`config.mk`:
```
export PLATFORM = sky130hd
export DESIGN_NAME = sbce_alu
export DESIGN_NICKNAME = d
export VERILOG_FILES = /design/src/rtl/sbce_pkg.sv /design/src/rtl/sbce_alu.sv
export SDC_FILE = /design/constraint.sdc
export NUM_CORES = 1
export LEC_CHECK = 0
export ABC_AREA = 1
export BUFFER_PORTS_ARGS = -buffer_cell sky130_fd_sc_hd__buf_2
export CORE_MARGIN = 1
export CORE_UTILIZATION = 38
export DETAILED_ROUTE_END_ITERATION = 6
export PLACE_DENSITY = 0.56
export SYNTH_ARGS = -nofsm -noshare
export SYNTH_HDL_FRONTEND = slang
export SYNTH_SLANG_ARGS = --single-unit
```
`constraint.sdc`:
```
create_clock -name vclk -period 5.69
set_input_delay 0.2845 -clock vclk [all_inputs]
set_output_delay 0.2845 -clock vclk [all_outputs]
set_load 0.05 [all_outputs]
```
`src/rtl/sbce_pkg.sv`:
```
// ----------------------------------------------------------------------------
// sbce_pkg
// Shared types and constants for the sixteen-bit CPU execute block.
// ----------------------------------------------------------------------------
package sbce_pkg;

  localparam int DATA_W            = 16;
  localparam int REG_IDX_W         = 4;
  localparam int NUM_REGS          = 1 << REG_IDX_W;
  localparam int ADDR_BITS_DEFAULT = 16;

  localparam logic [DATA_W-1:0] MAJ_MATCH  = 16'h000F;
  localparam logic [DATA_W-1:0] PC_STEP    = 16'h0001;
  localparam logic [DATA_W-1:0] CMP_TRUE   = 16'h0001;
  localparam logic [DATA_W-1:0] CMP_FALSE  = 16'h0000;

  typedef enum logic [3:0] {
    OP_LOD = 4'd0,
    OP_ADD = 4'd1,
    OP_SUB = 4'd2,
    OP_AND = 4'd3,
    OP_OR  = 4'd4,
    OP_XOR = 4'd5,
    OP_SHR = 4'd6,
    OP_MUL = 4'd7,
    OP_STO = 4'd8,
    OP_LDC = 4'd9,
    OP_GTU = 4'd10,
    OP_GTS = 4'd11,
    OP_LTU = 4'd12,
    OP_LTS = 4'd13,
    OP_EQU = 4'd14,
    OP_MAJ = 4'd15
  } opcode_t;

  typedef enum logic [1:0] {
    SHM_ASR = 2'd0,
    SHM_LSR = 2'd1,
    SHM_ROL = 2'd2,
    SHM_LSL = 2'd3
  } shift_mode_t;

  typedef enum logic [0:0] {
    KIND_PRELOAD = 1'b0,
    KIND_EXEC    = 1'b1
  } kind_t;

  typedef enum logic [1:0] {
    ST_CLEAR,
    ST_IDLE,
    ST_EXEC
  } state_t;

  typedef struct packed {
    logic                 en;
    logic [REG_IDX_W-1:0] idx;
    logic [DATA_W-1:0]    data;
  } rf_wr_t;

  typedef struct packed {
    logic              en;
    logic [DATA_W-1:0] addr;
    logic [DATA_W-1:0] data;
  } dm_wr_t;

endpackage

```
`src/rtl/sbce_alu.sv`:
```
// ----------------------------------------------------------------------------
// sbce_alu
// Result value of one instruction from its operands.
// ----------------------------------------------------------------------------
module sbce_alu (
  input  sbce_pkg::opcode_t              opcode,
  input  logic [sbce_pkg::DATA_W-1:0]    a,
  input  logic [sbce_pkg::DATA_W-1:0]    b,
  input  logic [sbce_pkg::REG_IDX_W-1:0] first_source,
  input  logic [sbce_pkg::REG_IDX_W-1:0] second_source,
  input  logic [sbce_pkg::DATA_W-1:0]    mem_data,
  output logic [sbce_pkg::DATA_W-1:0]    value
);
  import sbce_pkg::*;

  logic [2*DATA_W-1:0] prod;
  logic [2*DATA_W-1:0] rot;
  logic [3:0]          shamt;
  shift_mode_t         shmode;
  logic [DATA_W-1:0]   shifted;

  assign prod   = {{DATA_W{1'b0}}, a} * {{DATA_W{1'b0}}, b};
  assign shamt  = b[3:0];
  assign shmode = shift_mode_t'(b[5:4]);
  assign rot    = {a, a} << shamt;

  always_comb begin
    unique case (shmode)
      SHM_ASR: shifted = DATA_W'($signed(a) >>> shamt);
      SHM_LSR: shifted = a >> shamt;
      SHM_ROL: shifted = rot[2*DATA_W-1:DATA_W];
      SHM_LSL: shifted = a << shamt;
    endcase
  end

  always_comb begin
    unique case (opcode)
      OP_LOD: value = mem_data;
      OP_ADD: value = a + b;
      OP_SUB: value = a - b;
      OP_AND: value = a & b;
      OP_OR:  value = a | b;
      OP_XOR: value = a ^ b;
      OP_SHR: value = shifted;
      OP_MUL: value = prod[DATA_W-1:0];
      OP_STO: value = a;
      OP_LDC: value = DATA_W'(first_source | second_source);
      OP_GTU: value = (a > b) ? CMP_TRUE : CMP_FALSE;
      OP_GTS: value = ($signed(a) > $signed(b)) ? CMP_TRUE : CMP_FALSE;
      OP_LTU: value = (a < b) ? CMP_TRUE : CMP_FALSE;
      OP_LTS: value = ($signed(a) < $signed(b)) ? CMP_TRUE : CMP_FALSE;
      OP_EQU: value = (a == b) ? CMP_TRUE : CMP_FALSE;
      OP_MAJ: value = a;
    endcase
  end

endmodule

```
==> flow_summary.json <==
{
  "fraction_of_final_layout_cells_sized_beyond_drive_strength_1_pct": 11.3,
  "first_iter_violations": 875,
  "hold_end": "value[12]",
  "cp_max_fo": 11,
  "antenna_violating_nets_post_route": 0,
  "mostFrequentLayoutCells": "sky130_fd_sc_hd__nand2_1 (456), sky130_fd_sc_hd__inv_1 (331), sky130_fd_sc_hd__nand3_1 (114)",
  "hold_buffers": 0,
  "drt-total-wl_um": 35900,
  "synth_fa_ha_area_share_pct": 31.6,
  "synth.yosys.warnings": 0,
  "fin_cells": 1960,
  "leading_cell_type_in_the_layout_fill_and_taps_excluded": "sky130_fd_sc_hd__nand2_1",
  "die_area_um2": 24500,
  "drt_pre_antenna_iters": 5,
  "total_number_of_vias": 10200,
  "area_growth_pct": 11.8,
  "synth_simple_gate_area_share_pct": 31.8,
  "synth-compound-area-share_pct": 17.2,
  "worst_setup_path_end_kind": "output port",
  "timing_hold_violations_final": 0,
  "synth.net_count": 1821,
  "diodes": 0,
  "post_drt_via_cell_ratio": 5.21,
  "run_status": "finished, final reports clean",
  "synth_top_family_by_area": "simple AND/OR/NAND/NOR gates",
  "die_x_um": 157,
  "routed_wire_length_per_instance_um": 18.3,
  "placed_instance_area_um2": 9930,
  "synth_area_um2": 9080,
  "power.total_uw": 3030,
  "synthXorXnorAreaFrac_pct": 0.771,
  "holdCritPathClass": "primary input to output port",
  "synth.distinct_cells": 47,
  "netlist_instances": 1580,
  "grt_remaining_overflow": 0,
  "worstHoldStart": "mem_data[12]",
  "finalCritPeriodShare_pct": 96.4,
  "critical_path_class": "primary input to output port",
  "grt_max_degree": 40,
  "timing.max_cap.violations": 0,
  "timing.max_slew.rel_slack_pct": 45.4,
  "grt_util_all_layers_pct": 30.0,
  "numPortBuffers": 76,
  "syn_avg_cell_area_um2": 5.75,
  "synth.mux.area_fraction_pct": 0.661,
  "n_clock_buffer": 0,
  "cellLeakagePower_uw": 0.00588,
  "clock.fmax_ghz": 0.182,
  "final_routed_drc_violation_total": 0,
  "whs_path_depth": 4,
  "grt_first_pass_wirelength_um": 55900,
  "gpl.final_weighted_congestion": 0.950,
  "seq_cell_count": 0,
  "timing.critical_path.from_type": "primary input",
  "number_of_setup_violations_in_the_final_report": 0,
  "unrepaired_setup_endpoints_after_global_routing": "yes",
  "place_hpwl_um": 30000,
  "final.setup.worst_slack_ps": 204,
  "antenna_violations_before_repair": 1,
  "critical_path_required_ps": 5410,
  "drv_slew": 0,
  "first_global_vias": 9937,
  "power_per_cell_area_nw_per_um2": 298,
  "layout.area.seq_um2": 0,
  "dp.cells": 1958,
  "final_net_count": 1884,
  "seq_area_frac_synth_pct": 0,
  "multi_input_area_um2": 7600,
  "dieHeight_um": 157,
  "worst_vdd_drop_mv": 0.298,
  "fp-row-count": 56,
  "boundaryPins": 76,
  "stdcell_area_um2": 10200,
  "pre_cts_ws_ps": 0.909,
  "floorplan.core_area_um2": 23500,
  "worst_hold_slack_ps": 923,
  "fillCellCount": 2613,
  "post-route-min-period_ps": 5490,
  "worst-slew-pin-transition_ps": 819,
  "critical_path_arrival_ps": 5200,
  "start_util_pct": 38.7
}
-- routing by layer --
metal	up-vias	GRT usage, %	part of all wire [%]
met5	-	0	0.050
met4	2	9.01	3.7
met3	56	1.58	6.1
met2	379	50.6	45
met1	4723	41.0	45
li1	5047	-	-
-- synth_stat cells, types with 2 or more instances --
cell | number | area share [%]
sky130_fd_sc_hd__nand2_1 | 456 | 19
sky130_fd_sc_hd__inv_1 | 335 | 14
sky130_fd_sc_hd__nand3_1 | 117 | 6.4
sky130_fd_sc_hd__a21oi_1 | 100 | 5.5
sky130_fd_sc_hd__ha_1 | 100 | 14
sky130_fd_sc_hd__nor2_1 | 85 | 3.5
sky130_fd_sc_hd__fa_1 | 81 | 18
sky130_fd_sc_hd__o21ai_0 | 79 | 4.4
sky130_fd_sc_hd__buf_2 | 32 | 1.8
sky130_fd_sc_hd__clkbuf_1 | 22 | 0.91
sky130_fd_sc_hd__o21ai_1 | 21 | 1.2
sky130_fd_sc_hd__o211ai_1 | 16 | 1.3
sky130_fd_sc_hd__o22ai_1 | 12 | 0.83
sky130_fd_sc_hd__inv_2 | 9 | 0.37
sky130_fd_sc_hd__nand3b_1 | 8 | 0.66
sky130_fd_sc_hd__nor3_1 | 8 | 0.44
sky130_fd_sc_hd__o21ai_2 | 8 | 0.77
sky130_fd_sc_hd__mux2i_1 | 6 | 0.66
sky130_fd_sc_hd__buf_1 | 5 | 0.21
sky130_fd_sc_hd__nand4_1 | 5 | 0.34
sky130_fd_sc_hd__o21a_1 | 5 | 0.41
sky130_fd_sc_hd__o21bai_1 | 5 | 0.41
sky130_fd_sc_hd__a211oi_1 | 4 | 0.33
sky130_fd_sc_hd__a31oi_1 | 4 | 0.28
sky130_fd_sc_hd__nor4_1 | 4 | 0.28
sky130_fd_sc_hd__o2111ai_1 | 4 | 0.39
sky130_fd_sc_hd__o221ai_1 | 4 | 0.39
sky130_fd_sc_hd__or2_1 | 4 | 0.28
sky130_fd_sc_hd__or2_2 | 4 | 0.28
sky130_fd_sc_hd__xnor2_1 | 4 | 0.39
sky130_fd_sc_hd__xor2_1 | 4 | 0.39
sky130_fd_sc_hd__a21oi_2 | 3 | 0.29
sky130_fd_sc_hd__buf_4 | 3 | 0.25
sky130_fd_sc_hd__buf_6 | 3 | 0.37
sky130_fd_sc_hd__o31ai_1 | 3 | 0.25
sky130_fd_sc_hd__a221oi_1 | 2 | 0.19
sky130_fd_sc_hd__and2_1 | 2 | 0.14
sky130_fd_sc_hd__clkbuf_2 | 2 | 0.11
sky130_fd_sc_hd__clkinv_1 | 2 | 0.083
sky130_fd_sc_hd__nor2_2 | 2 | 0.14
-- logic make-up (layout without fill, tap and decap cells) --
kind of cell,Yosys count,count (layout)
buffers and inverters,413,474
XOR/XNOR,8,8
multiplexers,6,6
AO/OA/AOI/OAI,272,272
AND/OR/NAND/NOR,700,700
adder cells (fa/ha/maj),181,181
-- where the power goes --
part           internal [uW]  switching (uW)
sequential                 0               0
combinational           1210            1810
clock                      0               0
total                   1210            1810
-- through the flow --
step	setup TNS, ps	utilization, %
after detailed placement	0	42.3
after global placement	0	42.3
after global routing	-122	43.3
after CTS	0	42.3
final	0	43.3
after floorplan	0	-
-- critical path, cell delays in order --
cell                        delay, ps
sky130_fd_sc_hd__buf_2            200
sky130_fd_sc_hd__ha_2             240
sky130_fd_sc_hd__fa_1             470
sky130_fd_sc_hd__inv_1             50
sky130_fd_sc_hd__fa_1             470
sky130_fd_sc_hd__inv_1             50
sky130_fd_sc_hd__fa_1             480
sky130_fd_sc_hd__fa_1             500
sky130_fd_sc_hd__fa_1             490
sky130_fd_sc_hd__inv_1             70
sky130_fd_sc_hd__fa_1             480
sky130_fd_sc_hd__inv_1             60
sky130_fd_sc_hd__ha_4             290
sky130_fd_sc_hd__nand2_1           80
sky130_fd_sc_hd__nor2_1           140
sky130_fd_sc_hd__nand3_1          120
sky130_fd_sc_hd__o2111ai_2        120
sky130_fd_sc_hd__nand2_1           80
sky130_fd_sc_hd__nand2_1           60
sky130_fd_sc_hd__o22ai_1           90
sky130_fd_sc_hd__nand3b_1         190
sky130_fd_sc_hd__buf_6            170
-- final cells by class --
class | instances | share of cell area, %
inverters | 346 | 12.8
multi-input cells | 1167 | 74.8
repair buffers | 128 | 8.47
well taps | 319 | 3.93
-- worst max path at each step --
stage                     cells past startpoint  startpoint   endpoint
after CTS                                    23        a[7]  value[14]
after global placement                       23        a[7]  value[14]
after detailed placement                     29        a[7]  value[13]
after global routing                         26        b[3]  value[12]
after floorplan                              24        b[5]  value[14]
final                                        22        a[6]  value[14]
-- timing repair --
item                                    CTS  global route
endpoints found under the setup margin    2             8
setup buffers                             0             2
resized for setup                         2            56
pin swaps                                 0            13
No activity file was read; power rests on OpenSTA's default activity.
