$ cat src/rtl/sbce_pkg.sv
// ----------------------------------------------------------------------------
// sbce_pkg
// Shared types and constants for the sixteen-bit CPU execute block.
// ----------------------------------------------------------------------------
package sbce_pkg;

  localparam int DATA_W            = 16;
  localparam int REG_IDX_W         = 4;
  localparam int NUM_REGS          = 1 << REG_IDX_W;
  localparam int ADDR_BITS_DEFAULT = 16;

  localparam logic [DATA_W-1:0] MAJ_MATCH  = 16'h000F;
  localparam logic [DATA_W-1:0] PC_STEP    = 16'h0001;
  localparam logic [DATA_W-1:0] CMP_TRUE   = 16'h0001;
  localparam logic [DATA_W-1:0] CMP_FALSE  = 16'h0000;

  typedef enum logic [3:0] {
    OP_LOD = 4'd0,
    OP_ADD = 4'd1,
    OP_SUB = 4'd2,
    OP_AND = 4'd3,
    OP_OR  = 4'd4,
    OP_XOR = 4'd5,
    OP_SHR = 4'd6,
    OP_MUL = 4'd7,
    OP_STO = 4'd8,
    OP_LDC = 4'd9,
    OP_GTU = 4'd10,
    OP_GTS = 4'd11,
    OP_LTU = 4'd12,
    OP_LTS = 4'd13,
    OP_EQU = 4'd14,
    OP_MAJ = 4'd15
  } opcode_t;

  typedef enum logic [1:0] {
    SHM_ASR = 2'd0,
    SHM_LSR = 2'd1,
    SHM_ROL = 2'd2,
    SHM_LSL = 2'd3
  } shift_mode_t;

  typedef enum logic [0:0] {
    KIND_PRELOAD = 1'b0,
    KIND_EXEC    = 1'b1
  } kind_t;

  typedef enum logic [1:0] {
    ST_CLEAR,
    ST_IDLE,
    ST_EXEC
  } state_t;

  typedef struct packed {
    logic                 en;
    logic [REG_IDX_W-1:0] idx;
    logic [DATA_W-1:0]    data;
  } rf_wr_t;

  typedef struct packed {
    logic              en;
    logic [DATA_W-1:0] addr;
    logic [DATA_W-1:0] data;
  } dm_wr_t;

endpackage

$ cat src/rtl/sbce_regfile.sv
// ----------------------------------------------------------------------------
// sbce_regfile
// 16 x 16 register file, two registered read ports, one write port.
// Per-entry valid bits make unwritten registers read as zero after reset.
// ----------------------------------------------------------------------------
module sbce_regfile (
  input  logic                           clk,
  input  logic                           rst,
  input  logic                           rd_en,
  input  logic [sbce_pkg::REG_IDX_W-1:0] rd_addr_a,
  input  logic [sbce_pkg::REG_IDX_W-1:0] rd_addr_b,
  output logic [sbce_pkg::DATA_W-1:0]    rd_data_a,
  output logic [sbce_pkg::DATA_W-1:0]    rd_data_b,
  input  sbce_pkg::rf_wr_t               wr
);
  import sbce_pkg::*;

  logic [DATA_W-1:0]   mem [NUM_REGS];
  logic [NUM_REGS-1:0] vld;
  logic [DATA_W-1:0]   data_a;
  logic [DATA_W-1:0]   data_b;
  logic                vld_a;
  logic                vld_b;

  always_ff @(posedge clk) begin
    if (wr.en) begin
      mem[wr.idx] <= wr.data;
    end
    if (rd_en) begin
      data_a <= mem[rd_addr_a];
      data_b <= mem[rd_addr_b];
    end
  end

  always_ff @(posedge clk) begin
    if (rst) begin
      vld   <= '0;
      vld_a <= 1'b0;
      vld_b <= 1'b0;
    end else begin
      if (wr.en) begin
        vld[wr.idx] <= 1'b1;
      end
      if (rd_en) begin
        vld_a <= vld[rd_addr_a];
        vld_b <= vld[rd_addr_b];
      end
    end
  end

  assign rd_data_a = vld_a ? data_a : '0;
  assign rd_data_b = vld_b ? data_b : '0;

endmodule

$ cat config.mk
export PLATFORM = sky130hd
export DESIGN_NAME = sbce_regfile
export DESIGN_NICKNAME = d
export VERILOG_FILES = /design/src/rtl/sbce_pkg.sv /design/src/rtl/sbce_regfile.sv
export SDC_FILE = /design/constraint.sdc
export NUM_CORES = 1
export LEC_CHECK = 0
export BUFFER_PORTS_ARGS = -buffer_cell sky130_fd_sc_hd__buf_4
export CORE_ASPECT_RATIO = 1.2
export CORE_MARGIN = 1
export CORE_UTILIZATION = 65
export CTS_CLUSTER_DIAMETER = 50
export DETAILED_ROUTE_END_ITERATION = 12
export PLACE_DENSITY = 0.9
export SLEW_MARGIN = 0
export SYNTH_ARGS = -nofsm -noshare
export SYNTH_HDL_FRONTEND = slang
export SYNTH_SLANG_ARGS = --single-unit
$ cat constraint.sdc
create_clock -name clk -period 4.05 [get_ports clk]
set_input_delay 0.2025 -clock clk [delete_from_list [all_inputs] [get_ports clk]]
set_output_delay 0.2025 -clock clk [all_outputs]
set_load 0.02 [all_outputs]
==> results of run 1 <==
## per-layer routing
metal	vias to the layer above	wire [microns]	global-route usage (%)	part of all wire [%]
met2	523	17100	54.3	53
met5	-	0	0	0
met1	3735	10300	40.0	32
met3	142	3330	5.30	10
li1	2822	-	-	-
met4	0	1860	17.9	5.7
## state kept, by name, summed over array words and instances, names as in the netlist
| signal | flops |
|---|---|
| vld | 16 |
| mem | 256 |
| data_b | 16 |
| vld_a | 1 |
| data_a | 16 |
| vld_b | 1 |
## worst max-delay path, cell delays in order, from the launching register on
cell and delay [ns]:
dfxtp_1 0.94, and2_1 0.29, buf_4 0.16
## layout make-up
type                    count  area, sq um  area share [%]
flip-flops and latches    306         9010            58.5
multi-input cells         268         4380            28.4
clock buffers              43          818            5.31
repair buffers             95          781            5.07
well taps                 265          332            2.15
clock inverters             9         96.3           0.625
## cells by family (layout without fill, tap and decap cells)
| group | Yosys count | in the layout | synth area share (%) |
|---|---|---|---|
| and+or+nand+nor | 92 | 92 | 3.40 |
| DFF | 306 | 306 | 66.4 |
| muxes | 172 | 172 | 28.2 |
| buffers and inverters | 41 | 147 | 1.82 |
| AOI/OAI and AO/OA | 4 | 4 | 0.166 |
## where the power goes
group | internal [mW] | switching, mW
Combinational | 0.250 | 0.240
Clock | 1.52 | 1.10
Sequential | 3.56 | 0.0404
Total | 5.32 | 1.38
## synth_stat cells (all sizes together)
master  instances
a31oi           2
and2           32
buf            27
clkbuf         14
dfxtp          18
edfxtp        288
mux2            2
mux2i           2
mux4          168
nand2           1
nand2b          3
nand3           1
nand3b          2
nor2           44
nor2b           2
nor3            4
o21ai           2
or3             2
or3b            1
## metrics by stage
stage | total power, mW | utilization [%] | cell area (sq um) | worst slack (ns) | hold WS [ns]
floorplan | 3.97 | - | 13600 | 1.74 | 0.301
global placement | 4.10 | 70.5 | 14300 | 1.57 | 0.465
detailed placement | 4.13 | 70.5 | 14300 | 1.52 | 0.494
CTS | 6.73 | 75.8 | 15400 | 1.91 | 0.195
global route | 6.87 | 75.8 | 15400 | 1.87 | 0.195
finish | 6.70 | 75.8 | 15400 | 1.90 | 0.212
## worst max-delay path by stage
stage | slack [ns] | cells past startpoint | end | from
2_1_floorplan | 1.74 | 2 | mem[0][0] | wr[18]
3_5_place_dp | 1.52 | 4 | data_b[13] | rd_addr_b[0]
4_1_cts | 1.91 | 2 | rd_data_a[2] | vld_a
3_3_place_gp | 1.57 | 4 | data_b[15] | rd_addr_b[0]
6_report | 1.90 | 2 | rd_data_a[2] | vld_a
5_1_grt | 1.87 | 2 | rd_data_b[2] | vld_b
==> metrics.cfg, run 1 <==
[routing]
drt_iter0_drc=796
wl_microns=32600
vias_per_cell=7.32
route.detailed.drc=0
wl_per_cell_microns=33.0
vias=7222
dr.pass1.iters=5
antenna_left=0

[clock_network]
cts_tree=built
htreeDepth=1
cts_root_buf=clkbuf_16
clock_latency_ns=0.55
clock_sinks=306
postCtsHoldBufs=17
clk_pin_slew_ns=0.06
cts_resized=0
numCtsBuffers=28
cts.path.max_buffers=3
postCtsSetupRepairBufs=0

[setup_path]
start_kind=flip-flop
crit_path_end_kind=output port
required_ns=3.85
cp.arrival_ns=1.95
path_class=reg -> out
reg2reg_from=mem[11][12]
r2r_end=data_a[12]
reg2reg_depth=2
critPathMaxFanout=17
reg2reg_slack_ns=2.36

[timing]
period_share_pct=53.1
setup_viol=0
fin_tns_setup_ns=0
period_minus_slack_ns=2.15
slew_violations=0
hold_viol_final=0
fin_worst_skew_ns=0.0174
worstMarginPinSlew_ns=0.990
max_freq_mhz=465
maxSlewHeadroom_pct=34.0
rsz0062_at_grt=false

[synth]
ys_types=24
avgSynthCellArea_sq_um=22.1
syn_area_sq_um=13600
synth_nets=647
yosysWarnings=0
yosysSeqAreaShare_pct=66.4
synth_top_area_share_pct=63.8
ys_ff_latch=306
synthTopCellsByArea=edfxtp_1 (64%), mux4_2 (28%), dfxtp_1 (2.7%), and2_1 (1.5%), nor2_1 (1.2%)
synth_cells=615
synth_largest_area_cell=edfxtp_1

[floorplanning]
die_height_microns=160
core-area_sq_um=20300
rows=57
io_pins=64
start_util_pct=66.7
dieArea_sq_um=21500
die_x_microns=134

[cells_and_area]
layout_common_cells=edfxtp_1 (288), mux4_2 (168), buf_4 (76), and2_1 (32), nor2_1 (32)
area_delta_synth_final_pct=13.6
nFillCells=1028
drive_gt1_share_pct=42.4
antennaDiodeCount=0
final_cells=986
layout_commonest_cell=edfxtp_1
nets=731

[power]
p_per_area_nw_per_um2=435
cellLeakagePower_nw=4.99
vdd_drop_max_mv=0.338

[grt]
antenna_found_initial=0
grt-ovfl-total=0
first_global_vias=7939
grt_usage_pct=32.2
grt_start_max_net_pins=67
grt_first_pass_wirelength_microns=48900

[run_status]
outcome=completed

[place]
dp_hpwl_microns=17200
place_inst=917
io_buffers=63
place.gp.congestion=0.791

[hold_path]
holdPathEnd=data_a[6]
whs_path_depth=1
min_path_type=in -> reg
hp-start=rd_en

[job]
drv_cap=0

(Power assumes the default switching activity.)
==> run 2, diff against run 1 <==
- ABC_AREA: not set -> 1
- CORE_UTILIZATION: 65 -> 56
- PLACE_DENSITY: 0.9 -> 0.82
- clock period: 4.05 -> 1.75 ns (I/O delays scaled with it)
==> run 2 against run 1 <==
  * Clock power up 150%
  * Critical path depth up 2
  * Clock skew down 0.010 ns
  * Count of clock-buffer cells in the layout down 12
  * Non-clock buffer count up 44
  * Synthesized cell count up 140%
  * Sequential power up 130%
  * Cell count up 93%
  * Sequential share of layout area down 5.4 points
  * Register-to-register slack worse by 1.8 ns
  * Critical path type unchanged
==> metrics.cfg, run 2 <==
[run_status]
outcome=completed  ; unchanged

[routing]
drt_iter0_drc=2027  ; was 796
vias_per_cell=6.34  ; was 7.32
vias=12046  ; was 7222
wl_per_cell_microns=21.5  ; was 33.0 microns
wl_microns=40900  ; was 32600 microns
dr.pass1.iters=6  ; was 5
route.detailed.drc=0  ; unchanged
antenna_left=0  ; unchanged

[timing]
maxSlewHeadroom_pct=58.7  ; was 34.0%
period_share_pct=84.3
timing.hold.ws_ns=0.0739  ; was 0.212 ns
worstMarginPinSlew_ns=0.619  ; was 0.990 ns
period_minus_slack_ns=1.48
fin_tns_setup_ns=0  ; unchanged
setup_viol=0  ; unchanged
hold_viol_final=0  ; unchanged
max_freq_mhz=678
slew_violations=0  ; unchanged
rsz0062_at_grt=false  ; unchanged
fin_worst_skew_ns=0.00735  ; was 0.0174 ns

[grt]
grt_start_max_net_pins=80  ; was 67
grt_usage_pct=30.4  ; was 32.2%
antenna_found_initial=1  ; was 0
first_global_vias=11336  ; was 7939
grt_first_pass_wirelength_microns=62100  ; was 48900 microns
grt-ovfl-total=0  ; unchanged

[cells_and_area]
drive_gt1_share_pct=12.0  ; was 42.4%
nFillCells=1879  ; was 1028
final_cells=1901  ; was 986
layout_common_cells=edfxtp_1 (288), nand2_1 (236), nand3_1 (220), inv_1 (174)  ; was edfxtp_1 (288), mux4_2 (168), buf_4 (76), and2_1 (32), nor2_1 (32)
multi_input_area_sq_um=4490  ; was 4380 sq um
layout_commonest_cell=edfxtp_1  ; unchanged
postLayoutCoreUtil_pct=66.3  ; was 75.8%
area_delta_synth_final_pct=15.4  ; was 13.6%
largest_reg_flops=256  ; unchanged
nets=1580  ; was 731
final-seq-area_sq_um=9010  ; about the same
largest_register=mem  ; unchanged

[clock_network]
postCtsSetupRepairBufs=0  ; unchanged
cts.path.max_buffers=3  ; unchanged
cts_tree=built  ; unchanged
htreeDepth=1  ; unchanged
clock_latency_ns=0.55  ; about the same
cts_root_buf=clkbuf_16  ; unchanged
numCtsBuffers=29  ; was 28
clk_pin_slew_ns=0.07  ; was 0.06 ns
clock_sinks=306  ; unchanged

[setup_path]
crit_chain=buf_4 > nand2_1 > inv_1 > buf_4  ; was and2_1 > buf_4
path_class=reg -> out  ; unchanged
cp.depth=4  ; was 2
reg2reg_from=mem[0][3]  ; was mem[11][12]
required_ns=1.66  ; was 3.85 ns
reg2reg_depth=4  ; was 2
r2r_end=data_a[3]  ; was data_a[12]
crit_path_end_kind=output port  ; unchanged
crit_path_end=rd_data_a[2]  ; unchanged
start_kind=flip-flop  ; unchanged
reg2reg_slack_ns=0.52  ; was 2.36 ns
slowest_delay_ns=0.34  ; was 0.94 ns
cp_num_buf_inv=3  ; was 1
critPathMaxFanout=16  ; was 17
slowest_stage=dfxtp_1  ; unchanged
crit_family=buffers and inverters  ; was flip-flops
cp.arrival_ns=1.39  ; was 1.95 ns
crit_start=vld_a  ; unchanged
crit_path_frequent_cell=buf_4

[synth]
yosysSeqAreaShare_pct=61.2  ; was 66.4%
synth_largest_area_cell=edfxtp_1  ; unchanged
yosysMostFrequentCell=edfxtp_1  ; unchanged
syn_area_sq_um=14700  ; was 13600 sq um
synth_cells=1492  ; was 615
synth_nets=1524  ; was 647
ys_types=18  ; was 24
async_reset_ff_share_pct=0  ; unchanged
synthTopCellsByArea=edfxtp_1 (59%), nand3_1 (7.5%), o211ai_1 (6.5%), nand2_1 (6.0%), inv_1 (4.4%)  ; was edfxtp_1 (64%), mux4_2 (28%), dfxtp_1 (2.7%), and2_1 (1.5%), nor2_1 (1.2%)
synth_edf_count=288  ; unchanged
synth_top_area_share_pct=58.7  ; was 63.8%
avgSynthCellArea_sq_um=9.87  ; was 22.1 sq um
synth_common_cells=edfxtp_1 (288), nand2_1 (236), nand3_1 (220)  ; was edfxtp_1 (288), mux4_2 (168), nor2_1 (44)
ys_ff_latch=306  ; unchanged
yosysWarnings=0  ; unchanged
synthFlopType=edfxtp_1  ; unchanged

[power]
cellLeakagePower_nw=6.57  ; was 4.99 nW
power_mw=16.5  ; was 6.70 mW
vdd_drop_max_mv=0.549  ; was 0.338 mV
p_per_area_nw_per_um2=969  ; was 435 nW/um^2

[floorplanning]
core-area_sq_um=25600  ; was 20300 sq um
die_x_microns=150  ; was 134 microns
dieArea_sq_um=27000  ; was 21500 sq um
die_height_microns=180  ; was 160 microns
io_pins=64  ; unchanged
rows=64  ; was 57
start_util_pct=57.5  ; was 66.7%

[hold_path]
min_path_type=in -> reg  ; unchanged
hp-start=rd_addr_b[2]  ; was rd_en

[job]
drv_cap=0  ; unchanged

[place]
place_inst=1830  ; was 917
place.gp.congestion=0.861  ; was 0.791
io_buffers=63  ; unchanged
dp_hpwl_microns=23900  ; was 17200 microns

[run 2: cell types whose count changed in the layout (fill, tap and decap cells not counted), sizes merged, moves of 5 or more]
cell / before / now
a21oi: 0 / 128
and2: 32 / 0
buf: 78 / 122
clkbuf: 43 / 31
clkinv: 6 / 15
clkinvlp: 1 / 6
inv: 0 / 174
mux4: 168 / 0
nand2: 1 / 236
nand3: 1 / 220
nor2: 44 / 50
o211ai: 0 / 128
o21ai: 2 / 128
[run 2: metrics by stage]
stage / cell area, sq um / setup WS, ns
after floorplan: 14700 / 0.252
after global placement: 15800 / 0.349
after detailed placement: 15800 / 0.289
after CTS: 17000 / 0.0529
after global routing: 17000 / 0.167
final: 17000 / 0.274
[run 2: timing repair]
| item | 4_1_cts | 5_1_grt |
|---|---|---|
| hold buffers | 17 | 0 |
| resized for setup | 0 | 1 |
| endpoints found under the setup margin | 0 | 15 |
| hold endpoints to repair | 274 | 0 |
[run 2: power by group]
group / internal (mW) / total [mW] / switching, mW
combinational: 0.565 / 1.65 / 1.08
sequential: 8.23 / 8.33 / 0.103
clock: 3.77 / 6.49 / 2.72
total: 12.6 / 16.5 / 3.90
[run 2: kinds of logic after synthesis]
family	share of synthesized area, %
AOI/OAI and AO/OA	15.4
and+or+nand+nor	14.8
DFF	61.2
buffers and inverters	8.62
[run 2: worst min-delay path by stage]
| stage | end | cells after the start |
|---|---|---|
| after CTS | data_b[11] | 4 |
| final | data_b[11] | 4 |
| after global routing | data_b[12] | 4 |
| after floorplan | mem[0][0] | 0 |
| after global placement | mem[11][12] | 1 |
| after detailed placement | mem[13][13] | 1 |
[run 2: cell type report]
cell class,instances,area share (%)
diodes,1,0.0147
multi-input cells,894,26.4
inverters,178,3.93
clock buffers,31,4.31
well taps,330,2.43
clock inverters,22,1.47
flip-flops and latches,306,53.0
repair buffers,139,8.42
[run 2: worst min-delay path, cell delays in order]
cell and delay (ns):
buf_4 0.19, nand3_1 0.12, nand3_1 0.06, nand2_1 0.05
[run 2: per-layer routing]
metal	vias up	share of wire, %	global-route usage [%]
met5	-	0	0
met4	0	5.4	15.6
met3	192	13	5.41
met2	908	46	48.1
met1	5567	36	40.2
li1	5379	-	-
